### src/rtl/tbi_pkg.sv
// Shared constants, status codes and pipeline side-band type for the triangle interpolator.
package tbi_pkg;

    localparam int DEF_COORD_BITS = 24;
    localparam int DEF_FRAC_BITS  = 8;
    localparam int OUT_BITS       = 32;
    localparam int STATUS_BITS    = 2;

    typedef enum logic [STATUS_BITS-1:0] {
        STATUS_INSIDE     = 2'd0,
        STATUS_OUTSIDE    = 2'd1,
        STATUS_DEGENERATE = 2'd2
    } status_t;

    // Side-band that rides along with every transaction through the divider chain
    typedef struct packed {
        logic    neg;
        status_t status;
    } tbi_meta_t;

endpackage

### src/rtl/tbi_back.sv
// Output stage: apply quotient sign, add corner height, clamp, and hold the result.
module tbi_back #(
    parameter int COORD_BITS = tbi_pkg::DEF_COORD_BITS,
    parameter int FRAC_BITS  = tbi_pkg::DEF_FRAC_BITS
) (
    input  logic                              aclk,
    input  logic                              aresetn,
    input  logic                              s_valid,
    output logic                              s_ready,
    input  logic [COORD_BITS+FRAC_BITS:0]     s_quot,
    input  logic signed [COORD_BITS-1:0]      s_cz,
    input  tbi_pkg::tbi_meta_t                s_meta,
    output logic                              m_valid,
    input  logic                              m_ready,
    output logic signed [tbi_pkg::OUT_BITS-1:0] m_height_out,
    output logic [tbi_pkg::STATUS_BITS-1:0]   m_status
);

    localparam int HW  = COORD_BITS + FRAC_BITS + 3;
    localparam int HXW = (HW > tbi_pkg::OUT_BITS + 1) ? HW : tbi_pkg::OUT_BITS + 1;
    localparam logic signed [HXW-1:0] HMAX = (HXW'(1) <<< (tbi_pkg::OUT_BITS - 1)) - HXW'(1);
    localparam logic signed [HXW-1:0] HMIN = -HMAX - HXW'(1);

    logic signed [HW-1:0]  base;
    logic signed [HW-1:0]  qs;
    logic signed [HXW-1:0] hx;
    logic signed [tbi_pkg::OUT_BITS-1:0] height_next;
    logic v_reg;

    // Combine the corner height with the signed quotient and saturate; non-inside results give zero
    always_comb begin
        base = HW'(s_cz) <<< FRAC_BITS;
        qs   = $signed(HW'(s_quot));
        hx   = HXW'(s_meta.neg ? (base - qs) : (base + qs));
        if (s_meta.status != tbi_pkg::STATUS_INSIDE) begin
            height_next = '0;
        end else if (hx > HMAX) begin
            height_next = HMAX[tbi_pkg::OUT_BITS-1:0];
        end else if (hx < HMIN) begin
            height_next = HMIN[tbi_pkg::OUT_BITS-1:0];
        end else begin
            height_next = hx[tbi_pkg::OUT_BITS-1:0];
        end
    end

    assign s_ready = !v_reg || m_ready;

    always_ff @(posedge aclk) begin
        if (!aresetn) begin
            v_reg <= 1'b0;
        end else if (s_ready) begin
            v_reg <= s_valid;
        end
    end

    logic signed [tbi_pkg::OUT_BITS-1:0] height_reg;
    logic [tbi_pkg::STATUS_BITS-1:0] status_reg;

    always_ff @(posedge aclk) begin
        if (s_ready && s_valid) begin
            height_reg <= height_next;
            status_reg <= s_meta.status;
        end
    end

    assign m_valid      = v_reg;
    assign m_height_out = height_reg;
    assign m_status     = status_reg;

endmodule

### config.mk
export PLATFORM = sky130hd
export DESIGN_NAME = tbi_back
export DESIGN_NICKNAME = d
export VERILOG_FILES = /design/src/rtl/tbi_pkg.sv /design/src/rtl/tbi_back.sv
export SDC_FILE = /design/constraint.sdc
export NUM_CORES = 1
export LEC_CHECK = 0
export BUFFER_PORTS_ARGS = -buffer_cell sky130_fd_sc_hd__buf_2
export CORE_UTILIZATION = 33
export CTS_CLUSTER_SIZE = 12
export DETAILED_ROUTE_END_ITERATION = 6
export HOLD_SLACK_MARGIN = 0.05
export MAX_ROUTING_LAYER = met4
export SLEW_MARGIN = 20
export SYNTH_ARGS = -nofsm -noshare
export SYNTH_HDL_FRONTEND = slang
export SYNTH_SLANG_ARGS = --single-unit
### constraint.sdc
create_clock -name aclk -period 9.99 [get_ports aclk]
set_clock_uncertainty 0.1 [all_clocks]
set_input_delay 2.997 -clock aclk [delete_from_list [all_inputs] [get_ports aclk]]
set_output_delay 2.997 -clock aclk [all_outputs]
set_load 0.005 [all_outputs]
# [After elaboration in Yosys (flattened, before gate mapping)]
# Cells that the tools add are included.
[word_totals] register_bits=35 out_inout_bits=36 word_cells=16
[classes] n_addsub=2 n_lt_le_gt_ge=2 n_mux=3 n_reduce_logical=5
[op_table] operator="$add A32 B34 Y35" n=1
[op_table] operator="$gt A35 B32 Y1 const B" n=1
[op_table] operator="$lt A35 B32 Y1 const B" n=1
[op_table] operator="$mux W35" n=1
[op_table] operator="$sub A32 B34 Y35" n=1
[op_table] operator="$mux W32" n=1
[op_table] operator="$mux W31" n=1
[op_table] operator="$reduce_bool A2 Y1" n=1
[op_table] operator="$reduce_or A2 Y1" n=1
[op_table] operator="$logic_and A1 B1 Y1" n=1
[op_table] operator="$logic_not A1 Y1" n=1
[op_table] operator="$logic_or A1 B1 Y1" n=1

# [Logic depth before layout (Yosys ltp)]
[depth] word_depth=5 mapped_depth=14

# [Least setup slack after synthesis]
# Ideal clock, no wire load.
[synth_timing] kind="in2out" start="input m_ready" end="output s_ready" arrival_ns=3.146 t_required_ns=6.893 slack_ns=3.747 cell_stages=1 n_path_buf=0 cell_sequence="nand2b_1"
[synth_via] elab_chain_len=1
[synth_lines] item="start, declared" line="tbi_back.sv:14" source="input logic m_ready,"
[synth_lines] item="$logic_or A1 B1 Y1" line="tbi_back.sv:46" source="assign s_ready = !v_reg || m_ready;"
[synth_lines] item="end, declared" line="tbi_back.sv:9" source="output logic s_ready,"
# No other way between the ends.

# [Worst setup path after layout]
[layout_timing] start="input s_quot[18]" end="register height_reg, in the netlist m_height_out[27] (data pin)"
[layout_via] elab_chain_len=5 elab_cells_between_ends=7
[layout_lines] item="start, declared" line="tbi_back.sv:10" source="input logic [COORD_BITS+FRAC_BITS:0] s_quot,"
[layout_lines] item="$add A32 B34 Y35 or $sub A32 B34 Y35 (tied branches)" line="tbi_back.sv:34" source="hx = HXW'(s_meta.neg ? (base - qs) : (base + qs));"
[layout_lines] item="$mux W35 (*)" line="tbi_back.sv:34"
[layout_lines] item="$lt A35 B32 Y1" line="tbi_back.sv:39" source="end else if (hx < HMIN) begin"
[layout_lines] item="$mux W32" line="tbi_back.sv:39"
[layout_lines] item="$mux W31 (*)" line="tbi_back.sv:37" source="end else if (hx > HMAX) begin"
[layout_lines] item="end signal, assigned" line="tbi_back.sv:61" source="height_reg <= height_next;"
[layout_lines] item="end, declared" line="tbi_back.sv:56" source="logic signed [tbi_pkg::OUT_BITS-1:0] height_reg;"
# Mark *: on every way between the ends. The rest lies on a longest branch, timed or not.
# A chain may end at the register's enable or synchronous reset.

==> out/summary.md <==
The worst setup path is captured at a flop. The tools report the gate count after technology mapping as 561. Averaged over all synthesized cells, the footprint is 8.225 um^2. The number of clock buffers added by TritonCTS is 5. The final layout contains routed wiring with a total length of 12,880 um. Yosys attributes the largest share of cell area to sky130_fd_sc_hd__edfxtp_1 22%, sky130_fd_sc_hd__ha_1 14%, sky130_fd_sc_hd__o21ai_2 5.7%. The pin count of the biggest net entering global routing is 49. The clock passes through at most 2 buffers.

After clock tree synthesis, the clock-pin slew on the worst setup and hold paths is 0.05 ns. Share of async-settable or async-resettable flops after synthesis: 0. For this run, the leading register cell type out of synthesis is sky130_fd_sc_hd__edfxtp_1.

The arrival time of the worst setup path is 6.77 ns, and the number of inserted diodes is 0. Setup repair after global routing left no endpoint under its margin. At the pin with the least slew margin, the transition time is 0.7384 ns. The critical path's most frequent cell is sky130_fd_sc_hd__o21ai_0. The half-perimeter wire length after placement came out at 10,420 um.

For the post-placement setup slack, the log shows 2.799 ns. The core outline area was 13,450 um^2; the power density over cell area was 110.0 nW/um^2. The number of synthesized register bits was 35. The later-pin clock latency in the skew report is 0.27 ns.

The synthesized netlist contains 75 unique library cells. The final max-slew violation count was 0. The slowest library cell on the worst path was sky130_fd_sc_hd__o41ai_1. The max-cap check violation count is 0. The largest total area in the synthesized netlist belongs to sky130_fd_sc_hd__edfxtp_1. The routability-driven placement congestion ratio is 0.9166, and the time the worst path needs with I/O delays and setup is 6.876 ns. Top-level I/O count: 100. By instance count, the leading cell after synthesis is sky130_fd_sc_hd__ha_1. The logs give 9.89 ns for the required time at the worst-slack endpoint and 4,428 for the overall via count from detail_route. The effective utilization at floorplan was 0.3430. Worst-case reg-to-reg path depth: 3. The worst setup path is of the in2reg kind. The via count of the first global-routing pass is 4,122. The fraction of power consumed by the clock network came out at 0.254. Using the TritonRoute via totals, the vias-per-cell ratio works out to 5.407.

The maximum vdd drop was 0.00007043 V. The fraction of power consumed by sequential logic is 0.308. Clock tree synthesis selected as its root buffer the cell sky130_fd_sc_hd__clkbuf_16. In this run the number of cells on the critical path is 14. The internal cell power came out at 377.6 uW.

Normalized max-slew margin: 0.5072. Class of the worst hold path: reg2reg. The largest incremental delay on the critical path is 0.54 ns, and the count of input and output buffers is 99. Yosys mapped a number of flops with a built-in enable equal to 34.

The final number of hold-violating endpoints was 0; the netlist area before placement was 4614 um^2. Relative to the synthesized area, the layout overhead comes to 16.43%. For this design the static power due to leakage is 0.002393 uW. For the initial antenna violation count, the log shows 0.

The die outline width is 120.3 um. The sequential-to-total area share from yosys stat is 0.2256, and the number of nets with antenna violations after detailed routing is 0. The instance count along the most critical hold path came out at 2. The number of synthesis warnings came out at 0. The number of buffers inserted to repair setup after CTS is 0. The die covers 14,460 um^2. The mean routed wirelength per cell is 15.73 um. For the part of the power in combinational logic, the log shows 0.438.

The startpoint type of the worst setup path is an input port. The commonest cells after synthesis are 53 x sky130_fd_sc_hd__ha_1, 52 x sky130_fd_sc_hd__a21oi_1, 52 x sky130_fd_sc_hd__inv_1. TritonCTS built the clock tree. The number of nets handed over by synthesis was 679.

Walking the worst path, the cells encountered are buf_2 > inv_1 > ha_1 > nor2b_1 > or3_1 > o21ai_0 > nand3_1 > o22a_1 > o41ai_1 > o21ai_0 > a41o_1 > nand2_1 > buf_4 > o21ai_2. The share of Yosys cell area claimed by the top area cell type is 0.2213, and the final critical-path setup slack is 3.114 ns. The flow ran to the end, and the final reports show no timing, DRC or antenna violations. The portion of the clock cycle consumed by the worst path in the final layout was 0.6883; the total number of nets in the final design was 760.

Post-CTS repair changed the size of 0 cells. The total buffers and inverters traversed by the critical path came out at 3. The tools report the wire length of the first global-routing pass as 20,480 um. The run gives 0 as the number of buffers added to fix hold violations after cts. The number of clock sinks was 35. The largest fanout on the critical path was 19.

The die extent in y was 120.3 um. The total net switching power was 213.5 uW; the number of design rule violations left after detail routing was 0. After global routing the overflow that remains totals 0. The floorplan has 42 rows. For this block, the initial DRC count from the detailed router was 333. The cell family contributing the most delay on the critical path is compound AO/OA/AOI/OAI gates.

The share of layout cells above drive strength 1 was 0.2519; the number of setup violations in the final report was 0. The overall track demand over capacity in global routing is 0.1804, and the setup TNS after final layout is 0 ns. CTS built an H-tree with a depth of 2. Timing would allow up to 145.4 MHz. The pre-antenna-repair detailed-routing pass consisted of 4 iterations. The switching part of the total was 0.3611.
-- layer usage --
layer  share of wire  global-route usage  up-vias
met1            0.49              0.2572     2030
met2            0.43              0.2769      176
met4           0.017             0.04244        0
met5               0                   -        -
met3           0.061             0.01462       17
li1                -                   -     2205
-- power by group through the flow --
stage	clock (uW)	combinational, uW	sequential (uW)
3_3_place_gp	0	254	185
3_5_place_dp	0	255	185
2_1_floorplan	0	177	186
4_1_cts	153	256	182
5_1_grt	159	283	183
6_report	150	259	182
-- metrics by stage --
stage	cells	instance area, um^2	util	hold WS (ns)	power, uW
after floorplan	561	4614	-	0.4366	362.6
after global placement	810	5197	0.3863	0.4012	438.9
after detailed placement	810	5197	0.3863	0.4419	439.7
after CTS	818	5345	0.3973	0.4490	591.3
after global routing	819	5373	0.3994	0.5037	625.0
final	819	5373	0.3994	0.4376	591.0
-- cells by family (layout without fill, tap and decap cells) --
kind of cell / after synthesis / after routing / synth area share
AO/OA/AOI/OAI: 206 / 206 / 0.3162
multiplexers: 5 / 5 / 0.01085
buffers and inverters: 81 / 163 / 0.07592
adder cells (fa/ha/maj): 54 / 54 / 0.1480
flip-flops: 35 / 35 / 0.2256
AND/OR/NAND/NOR: 149 / 149 / 0.1646
XOR/XNOR: 31 / 31 / 0.05884
-- flip-flops by register name (all words and copies together), names as in the netlist --
signal and cells:
m_height_out 32, m_valid 1, m_status 2
-- worst min-delay path, stage by stage (launching register included) --
cell and delay (ns):
sky130_fd_sc_hd__dfxtp_1 0.30, sky130_fd_sc_hd__nand2b_1 0.09, sky130_fd_sc_hd__a21boi_0 0.09
-- final timing paths --
check,to,slack [ns],start
setup / recovery,m_height_out[27],3.11,s_quot[18]
hold / removal,m_valid,0.44,m_valid
setup reg to reg,m_height_out[29],8.63,m_valid
hold reg to reg,m_valid,0.44,m_valid
-- area by class of cell --
class,count,area (um^2)
Multi-Input combinational cell,445,3223
Clock buffer,7,142.6
Inverter,52,195.2
Tap cell,176,220.2
Timing Repair Buffer,103,545.5
Fill cell,1432,8080
Sequential cell,35,1041
Clock inverter,1,5.005
-- cells in the final DEF (no fill, tap or decap), types with 5 or more instances in the layout --
master,count
sky130_fd_sc_hd__buf_2,99
sky130_fd_sc_hd__ha_1,53
sky130_fd_sc_hd__inv_1,52
sky130_fd_sc_hd__a21oi_1,52
sky130_fd_sc_hd__nor2_1,48
sky130_fd_sc_hd__o21ai_0,36
sky130_fd_sc_hd__edfxtp_1,34
sky130_fd_sc_hd__o21ai_2,30
sky130_fd_sc_hd__nand2_1,22
sky130_fd_sc_hd__xnor2_1,21
sky130_fd_sc_hd__nor3_1,15
sky130_fd_sc_hd__a211oi_1,11
sky130_fd_sc_hd__nand2b_1,10
sky130_fd_sc_hd__xor2_1,10
sky130_fd_sc_hd__nand3_1,9
sky130_fd_sc_hd__a21o_1,9
sky130_fd_sc_hd__or3_1,8
sky130_fd_sc_hd__o31ai_1,8
sky130_fd_sc_hd__nor2b_1,7
sky130_fd_sc_hd__a31oi_1,7
sky130_fd_sc_hd__or2_2,5
sky130_fd_sc_hd__o21a_1,5
sky130_fd_sc_hd__and3_1,5
sky130_fd_sc_hd__mux2i_1,5
sky130_fd_sc_hd__clkbuf_16,5
(Power assumes the default switching activity.)
