$ cat config.mk
export PLATFORM = sky130hd
export DESIGN_NAME = tbi_div_cell
export DESIGN_NICKNAME = d
export VERILOG_FILES = /design/src/rtl/tbi_pkg.sv /design/src/rtl/tbi_div_cell.sv
export SDC_FILE = /design/constraint.sdc
export NUM_CORES = 1
export LEC_CHECK = 0
export ABC_AREA = 1
export CORE_UTILIZATION = 36
export DETAILED_ROUTE_END_ITERATION = 8
export DONT_BUFFER_PORTS = 1
export HOLD_SLACK_MARGIN = 0.15
export PLACE_DENSITY_LB_ADDON = 0.12
export SYNTH_ARGS = -nofsm -noshare
export SYNTH_HDL_FRONTEND = slang
export SYNTH_SLANG_ARGS = --single-unit
$ cat constraint.sdc
create_clock -name aclk -period 17.6 [get_ports aclk]
set_clock_uncertainty 0.15 [all_clocks]
set_input_delay 5.28 -clock aclk [delete_from_list [all_inputs] [get_ports aclk]]
set_output_delay 5.28 -clock aclk [all_outputs]
set_load 0.1 [all_outputs]
$ cat src/rtl/tbi_pkg.sv
// Shared constants, status codes and pipeline side-band type for the triangle interpolator.
package tbi_pkg;

    localparam int DEF_COORD_BITS = 24;
    localparam int DEF_FRAC_BITS  = 8;
    localparam int OUT_BITS       = 32;
    localparam int STATUS_BITS    = 2;

    typedef enum logic [STATUS_BITS-1:0] {
        STATUS_INSIDE     = 2'd0,
        STATUS_OUTSIDE    = 2'd1,
        STATUS_DEGENERATE = 2'd2
    } status_t;

    // Side-band that rides along with every transaction through the divider chain
    typedef struct packed {
        logic    neg;
        status_t status;
    } tbi_meta_t;

endpackage

$ cat src/rtl/tbi_div_cell.sv
// One restoring-division cell: resolves a single quotient bit and hands on the remainder.
module tbi_div_cell #(
    parameter int COORD_BITS = tbi_pkg::DEF_COORD_BITS,
    parameter int FRAC_BITS  = tbi_pkg::DEF_FRAC_BITS,
    parameter int BIT_POS    = 0
) (
    input  logic                         aclk,
    input  logic                         aresetn,
    input  logic                         s_valid,
    output logic                         s_ready,
    input  logic [COORD_BITS*3+FRAC_BITS+8:0] s_rem,
    input  logic [COORD_BITS+FRAC_BITS:0] s_quot,
    input  logic [2*COORD_BITS+3:0]      s_dvs,
    input  logic signed [COORD_BITS-1:0] s_cz,
    input  tbi_pkg::tbi_meta_t           s_meta,
    output logic                         m_valid,
    input  logic                         m_ready,
    output logic [COORD_BITS*3+FRAC_BITS+8:0] m_rem,
    output logic [COORD_BITS+FRAC_BITS:0] m_quot,
    output logic [2*COORD_BITS+3:0]      m_dvs,
    output logic signed [COORD_BITS-1:0] m_cz,
    output tbi_pkg::tbi_meta_t           m_meta
);

    localparam int UW = COORD_BITS * 3 + FRAC_BITS + 9;
    localparam int QB = COORD_BITS + FRAC_BITS + 1;

    logic          v_reg;
    logic [UW-1:0] dsh;
    logic [UW:0]   trial;
    logic          take;
    logic [UW-1:0] rem_next;
    logic [QB-1:0] quot_next;

    assign s_ready = !v_reg || m_ready;

    // Trial subtract of the divisor aligned to this bit
    always_comb begin
        dsh       = UW'(s_dvs) << BIT_POS;
        trial     = {1'b0, s_rem} - {1'b0, dsh};
        take      = !trial[UW];
        rem_next  = take ? trial[UW-1:0] : s_rem;
        quot_next = s_quot;
        quot_next[BIT_POS] = take;
    end

    always_ff @(posedge aclk) begin
        if (!aresetn) begin
            v_reg <= 1'b0;
        end else if (s_ready) begin
            v_reg <= s_valid;
        end
    end

    logic [UW-1:0] rem_reg;
    logic [QB-1:0] quot_reg;
    logic [2*COORD_BITS+3:0] dvs_reg;
    logic signed [COORD_BITS-1:0] cz_reg;
    tbi_pkg::tbi_meta_t meta_reg;

    // Advance payload with the transaction
    always_ff @(posedge aclk) begin
        if (s_ready && s_valid) begin
            rem_reg  <= rem_next;
            quot_reg <= quot_next;
            dvs_reg  <= s_dvs;
            cz_reg   <= s_cz;
            meta_reg <= s_meta;
        end
    end

    assign m_valid = v_reg;
    assign m_rem   = rem_reg;
    assign m_quot  = quot_reg;
    assign m_dvs   = dvs_reg;
    assign m_cz    = cz_reg;
    assign m_meta  = meta_reg;

endmodule

# Yosys cells after proc, flatten, opt, wreduce, memory -nomap -nowiden
# Cells that the tools add are included.
classes:
  n_addsub: 1
  muxes: 1
  reduce_logical: 4
op_table:
  columns: ["op", "count"]
  rows:
  - ["89-bit by 52-bit subtractor with 90-bit output", 1]
  - ["89-bit two-way mux", 1]
  - ["1-bit logical NOT", 2]
  - ["1-bit logical AND", 1]
  - ["1-bit logical OR", 1]
totals:
  ff_bits: 202
  input_bits: 205
  out_inout_bits: 203
  wordCells: 13

# Depth between registers and ports, before layout
# Gate-level depths: netlist of the first run.
logic_depth:
  depth_word: 3
  mapped_depth: 19

# Least setup slack after synthesis of the first run
# OpenSTA, ideal clock, no wires.
synth_path:
  path_type: "input -> register"
  startpoint: "input port s_valid"
  endpoint: "register cz_reg[0], in the netlist m_cz[0], enable pin"
  setup_time_ns: 0.826
  arrival_ns: 14.966
  setup_slack_ns: 1.657
  stages: 2
  cell_sequence: "inv_1 > a21oi_1"
synth_via:
  elab_chain_len: 1
synth_lines:
  columns: ["element", "line", "text"]
  rows:
  - ["from (decl)", "tbi_div_cell.sv:9", "input logic s_valid,"]
  - ["1-bit logical AND", "tbi_div_cell.sv:63", "if (s_ready && s_valid) begin"]
  - ["to (signal assigned)", "tbi_div_cell.sv:67", "cz_reg <= s_cz;"]
  - ["to (decl)", "tbi_div_cell.sv:58", "logic signed [COORD_BITS-1:0] cz_reg;"]
# Every way passes these cells.
# A chain may end at the register's enable or synchronous reset.

# Worst setup path in the final report of the first run
layout_path:
  startpoint: "input port m_ready"
  endpoint: "output port s_ready"
layout_via:
  elab_chain_len: 1
layout_lines:
  columns: ["element", "line", "text"]
  rows:
  - ["from (decl)", "tbi_div_cell.sv:17", "input logic m_ready,"]
  - ["1-bit logical OR", "tbi_div_cell.sv:35", "assign s_ready = !v_reg || m_ready;"]
  - ["to (decl)", "tbi_div_cell.sv:10", "output logic s_ready,"]
# Every way passes these cells.

==> run metrics, run 1 <==
layout cell share with drive strength beyond 1 4.99%; cts bufs inserted 23; total core area 37700 sq um; largest cells by area after synthesis edfxtp_1 44%, nand2_1 19%, inv_1 10%; deepest clock path buffer count 3; gr usage total 25.1%; part of the cycle the worst path needs 65.0%; crit path kind in2out; standard-cell rows 71; adder-cell share of the synthesized area 4.87%; DRC 0; setup_tns 0 ns; routability cong. 0.939; Sink Count 202; CP required 12.17 ns; cts hold-fix bufs 0; IO Pins 408; Layout Cells excl Fill 2433; Synth Area in Compound Gates 5.63%; fin. max-slew vios 0; Via density 4.83; Worst VDD drop 0.0717 mV; GR Overflow Total 0; post-cts sizing count 0; Crit. Startpoint m_ready; delay of the slowest cell on the worst path 0.68 ns; cell with the most instances after synthesis nand2_1; Area Overhead vs Synth 9.61%; pwr/cell area 104 nW/um^2; initial drt markers 862; fillcell total 4021; final net count 2164; clock share of power 30.1%; CTS tree yes; CP delay by family, top simple AND/OR/NAND/NOR gates; FF+latch count, synth 202; static leakage 7.02 nW; worst reg2reg startpoint m_valid; Post-synth EDFFs 201; Switch Pwr 0.000629 W; main combinational cell family by area after synthesis simple AND/OR/NAND/NOR gates; first-pass GRT wire length 70900 um; via count 11763; clk slew on worst S/H paths 0.06 ns; RSZ-0062 raised after global routing false; PortBufs 0; Slowest cell on crit path nand2_1; DR pass1 iterations 7; H-tree Lvls 1; Worst Min Path Start m_valid; Die Ht 198 um; Die X 198 um; Finished Core Util 40.1%; min-delay worst type reg2reg; Final min period 11.44 ns; syn_nets 2149; Cells after Synth 1891; Reg area 6060 sq um; Logic pwr share 15.1%; drt wl/cell 20.5 um; largest net degree at the start of global routing 82; DRT Wirelength 49900 um; status finished, final reports clean; Post-synth top cells 708 x nand2_1, 378 x inv_1, 201 x edfxtp_1; die area 39000 sq um; yosys warns 0; clk root buf clkbuf_16; Slew HR 29.5%; area of the multi-input gates 6180 sq um; max-cap violation count 0; Final Hold Viols 0; Async S/R FF share, synth 0%; Tot Pwr 0.00157 W; predominant post-synthesis flop cell edfxtp_1; Critical Path AT 6.01 ns; initial antenna violation count 1; Setup Viol. Count Final 0; internal cell power 0.000938 W; Cell Area, Synth 13800 sq um; register area share after synthesis 44.0%; CP Max Fanout 2; Worst Setup Start Kind input pin; Synth cell types 33; XOR/XNOR Fraction of Synth Area 2.61%; placed cells 2392; Post-Synth Simple-Gate Area 31.7%; vias in the first global route 11370; sequential power share 54.8%; Worst Tran Pin Value 1.06 ns; post-route antenna net violation count 0; post-synth top area share 43.8%; clk_lat worst skew 0.53 ns; maximum clock rate 87.4 MHz; diode count 0; Post-CTS Setup Inserts 0; post-DP HPWL 42200 um; Crit. End Element output port; initial core utilization 36.6%; Synth area leader edfxtp_1; switch share 40.1%; worst-path cell chain inv_1, nand2_1; mux cell area share after synthesis 0%; Buf/Inv on CP 1; Syn Area/Cell 7.28 sq um
## worst paths after layout
kind                            slack (ns)         to  depth (start not counted)
worst min-delay path                  0.95   m_cz[12]                          1
worst max register to register       14.55  m_dvs[51]                          3
worst max-delay path                  6.16    s_ready                          2
worst min register to register        0.95   m_cz[12]                          1
## metrics by stage
step                      hold WS, ns  instance area (sq um)  setup slack (ns)
after CTS                       0.958                  15100              6.15
after global placement          0.951                  14400              6.16
after detailed placement        0.943                  14400              6.15
after global routing            0.977                  15100              6.13
after floorplan                  1.55                  13800              1.66
final                           0.951                  15100              6.16
## layout make-up
type	instances	share of cell area (%)
clock buffer	27	3.91
timing repair buffer	5	0.249
sequential	202	40.1
inverter	383	9.54
multi-input combinational	1291	40.9
clock inverter	14	1.01
tap	511	4.24
## state kept, by name (all words and copies together) (netlist names)
register and count:
m_cz 24, m_rem 89, m_quot 33, m_meta 3, m_dvs 52, m_valid 1
## logic make-up (layout without fill, tap and decap cells)
logic type,count (synthesis),in the layout
adders and majority gates,53,53
and+or+nand+nor,1072,1072
AOI/OAI and AO/OA,125,125
DFF,202,202
xor gates and xnor gates,41,41
buffers and inverters,398,429
## cells in the final DEF (no fill, tap or decap), types with 3 or more instances in the layout
master / count
nand2_2: 4
xnor2_1: 37
o21ai_0: 40
o21ai_1: 4
clkbuf_1: 4
a21oi_2: 25
edfxtp_1: 201
nand2_1: 708
inv_1: 378
ha_1: 52
bufinv_16: 3
nor3_1: 15
and2_1: 4
clkbuf_16: 23
xor2_1: 4
a21oi_1: 38
clkinv_2: 6
o21bai_1: 3
inv_2: 4
nor2_1: 195
nand3_1: 87
nor4_1: 4
nand4_1: 33
buf_4: 5
nand3b_1: 12
o21ai_2: 11
nor2_2: 5
## power groups by stage
stage	Clock [W]	Sequential, W	Combinational, W
final	0.000472	0.000858	0.000237
after global routing	0.000502	0.000862	0.000266
after CTS	0.000490	0.000860	0.000237
after detailed placement	0	0.000869	0.000236
after global placement	0	0.000870	0.000236
after floorplan	0	0.000870	0.000164
## per-layer routing
metal / routed length (um) / track usage [%] / up-vias
met2: 23200 / 42.4 / 448
met3: 4230 / 5.98 / 54
met1: 21400 / 32.1 / 5329
li1: - / - / 5932
met5: 0 / 0 / -
met4: 1090 / 6.03 / 0
Power figures use the tool's default switching activity.
==> run 2, diff against run 1 <==
- clock period: 17.6 -> 11 ns (I/O delays scaled with it)
==> run 2 against run 1 <==
  * Count of clock-buffer cells in the layout is 5 higher
  * Die area is the same
  * Via count shrank 0.41%
  * Clock power is 54% higher
  * Non-clock buffer count is the same
  * Core utilization is 0.083 points lower
  * Routed wire length fell by 0.82%
  * Worst hold slack better by 0.59 ns
  * Cell count about the same
  * Critical endpoint unchanged
==> run metrics, run 2 (same netlist as run 1, synthesis figures left out) <==
Buf/Inv on CP 1 (unchanged); Post-CTS Setup Inserts 0 (unchanged); Worst Min Path Start m_valid (unchanged); delay of the slowest cell on the worst path 0.68 ns (about the same); worst-path cell chain inv_1, nand2_1 (unchanged); IO Pins 408 (unchanged); most frequent cells in the layout 708 x nand2_1, 378 x inv_1, 201 x edfxtp_1 (unchanged); clk root buf clkbuf_16 (unchanged); DRT Wirelength 49500 um (was 49900 um); Slew HR 28.2% (was 29.5%); clk slew on worst S/H paths 0.06 ns (about the same); initial antenna violation count 0 (was 1); final net count 2163 (was 2164); Die X 198 um (unchanged); pre-CTS setup slack 3.51 ns (was 6.15 ns); WHS 1.54 ns (was 0.951 ns); setup ws final 3.52 ns (was 6.16 ns); gr usage total 24.9% (was 25.1%); first-pass GRT wire length 71200 um (was 70900 um); pwr/cell area 165 nW/um^2 (was 104 nW/um^2); drt wl/cell 20.4 um (was 20.5 um); setup_tns 0 ns (unchanged); Crit. Startpoint m_ready (unchanged); clk_lat worst skew 0.53 ns (about the same); CP Max Fanout 2 (unchanged); routability cong. 0.946 (was 0.939); Worst Tran Pin Value 1.07 ns (was 1.06 ns); Crit. End Element output port (unchanged); min-delay worst type reg2reg (unchanged); maximum clock rate 134 MHz; worst reg2reg startpoint m_valid (unchanged); total core area 37700 sq um (unchanged); vias in the first global route 11341 (was 11370); fillcell total 4063 (was 4021); post-cts sizing count 0 (unchanged); Hold Path Stages 2 (was 1); standard-cell rows 71 (unchanged); max-cap violation count 0 (unchanged); Critical Path AT 4.03 ns (was 6.01 ns); Sink Count 202 (unchanged); post-route antenna net violation count 0 (unchanged); static leakage 6.99 nW (was 7.02 nW); RSZ-0062 raised after global routing false (unchanged); Area Overhead vs Synth 9.39% (was 9.61%); hold path endpoint m_rem[36] (was m_cz[12]); most common cell after layout, fill and taps aside nand2_1 (unchanged); H-tree Lvls 1 (unchanged); CTS tree yes (unchanged); via count 11715 (was 11763); DR pass1 iterations 5 (was 7); part of the cycle the worst path needs 68.0%; CP delay by family, top simple AND/OR/NAND/NOR gates (unchanged); r2r endpoint m_rem[11] (was m_dvs[51]); register-to-register setup slack 7.98 ns (was 14.55 ns); post-DP HPWL 42100 um (was 42200 um); layout cell share with drive strength beyond 1 4.74% (was 4.99%); initial core utilization 36.6% (unchanged); die area 39000 sq um (unchanged); max reg flops 89 (unchanged); GR Overflow Total 0 (unchanged); Final min period 7.48 ns; PortBufs 0 (unchanged); Slowest cell on crit path nand2_1 (unchanged); cts hold-fix bufs 0 (unchanged); deepest clock path buffer count 3 (unchanged); Setup Viol. Count Final 0 (unchanged); status finished, final reports clean (unchanged); fin. max-slew vios 0 (unchanged); diode count 0 (unchanged); crit path kind in2out (unchanged); largest net degree at the start of global routing 80 (was 82); DRC 0 (unchanged); Via density 4.82 (was 4.83); Worst VDD drop 0.0883 mV (was 0.0717 mV); Worst Setup Start Kind input pin (unchanged); CP required 7.55 ns (was 12.17 ns); initial drt markers 807 (was 862); cts bufs inserted 22 (was 23); Die Ht 198 um (unchanged); Final Hold Viols 0 (unchanged); FF-to-FF path depth 3 (unchanged)
## run 2: changes by cell type in the layout (fill, tap and decap cells not counted), sizes merged
cell,previous run,this run
inv,384,383
clkbuf,27,32
bufinv,3,2
clkinv,9,4
clkinvlp,1,2
## run 2: worst max-delay path by stage
stage / endpoint / slack, ns / cells past startpoint
final: s_ready / 3.52 / 2
after global placement: s_ready / 3.52 / 2
after detailed placement: s_ready / 3.51 / 2
after CTS: s_ready / 3.51 / 2
after floorplan: m_cz[0] / 1.18 / 2
after global routing: s_ready / 3.50 / 2
## run 2: through the flow
step | instances | instance area (sq um) | power [W] | util, %
finish | 2432 | 15100 | 0.00248 | 40.0
global route | 2432 | 15100 | 0.00257 | 40.0
CTS | 2432 | 15100 | 0.00250 | 40.0
detailed placement | 2392 | 14400 | 0.00177 | 38.1
global placement | 2392 | 14400 | 0.00177 | 38.1
floorplan | 1891 | 13800 | 0.00165 | -
## run 2: layout make-up
| cell class | instances | area (sq um) | area share, % |
|---|---|---|---|
| multi-input combinational | 1291 | 6180 | 41.0 |
| timing repair buffer | 5 | 37.5 | 0.249 |
| inverter | 383 | 1440 | 9.56 |
| clock buffer | 32 | 619 | 4.11 |
| sequential | 202 | 6060 | 40.2 |
| clock inverter | 8 | 92.6 | 0.615 |
| tap | 511 | 639 | 4.24 |
## run 2: report_power, final
group          total (W)  internal, W  switching (W)
sequential       0.00137     0.000933       0.000440
combinational   0.000378     0.000115       0.000264
clock           0.000729     0.000437       0.000292
total            0.00248      0.00148       0.000996
## run 2: per-layer routing
layer | up-vias | wire length (um) | GRT usage [%]
met1 | 5320 | 22300 | 33.0
met4 | 0 | 1080 | 6.23
met2 | 425 | 22700 | 41.7
met5 | - | 0 | 0
li1 | 5920 | - | -
met3 | 50 | 3410 | 4.61
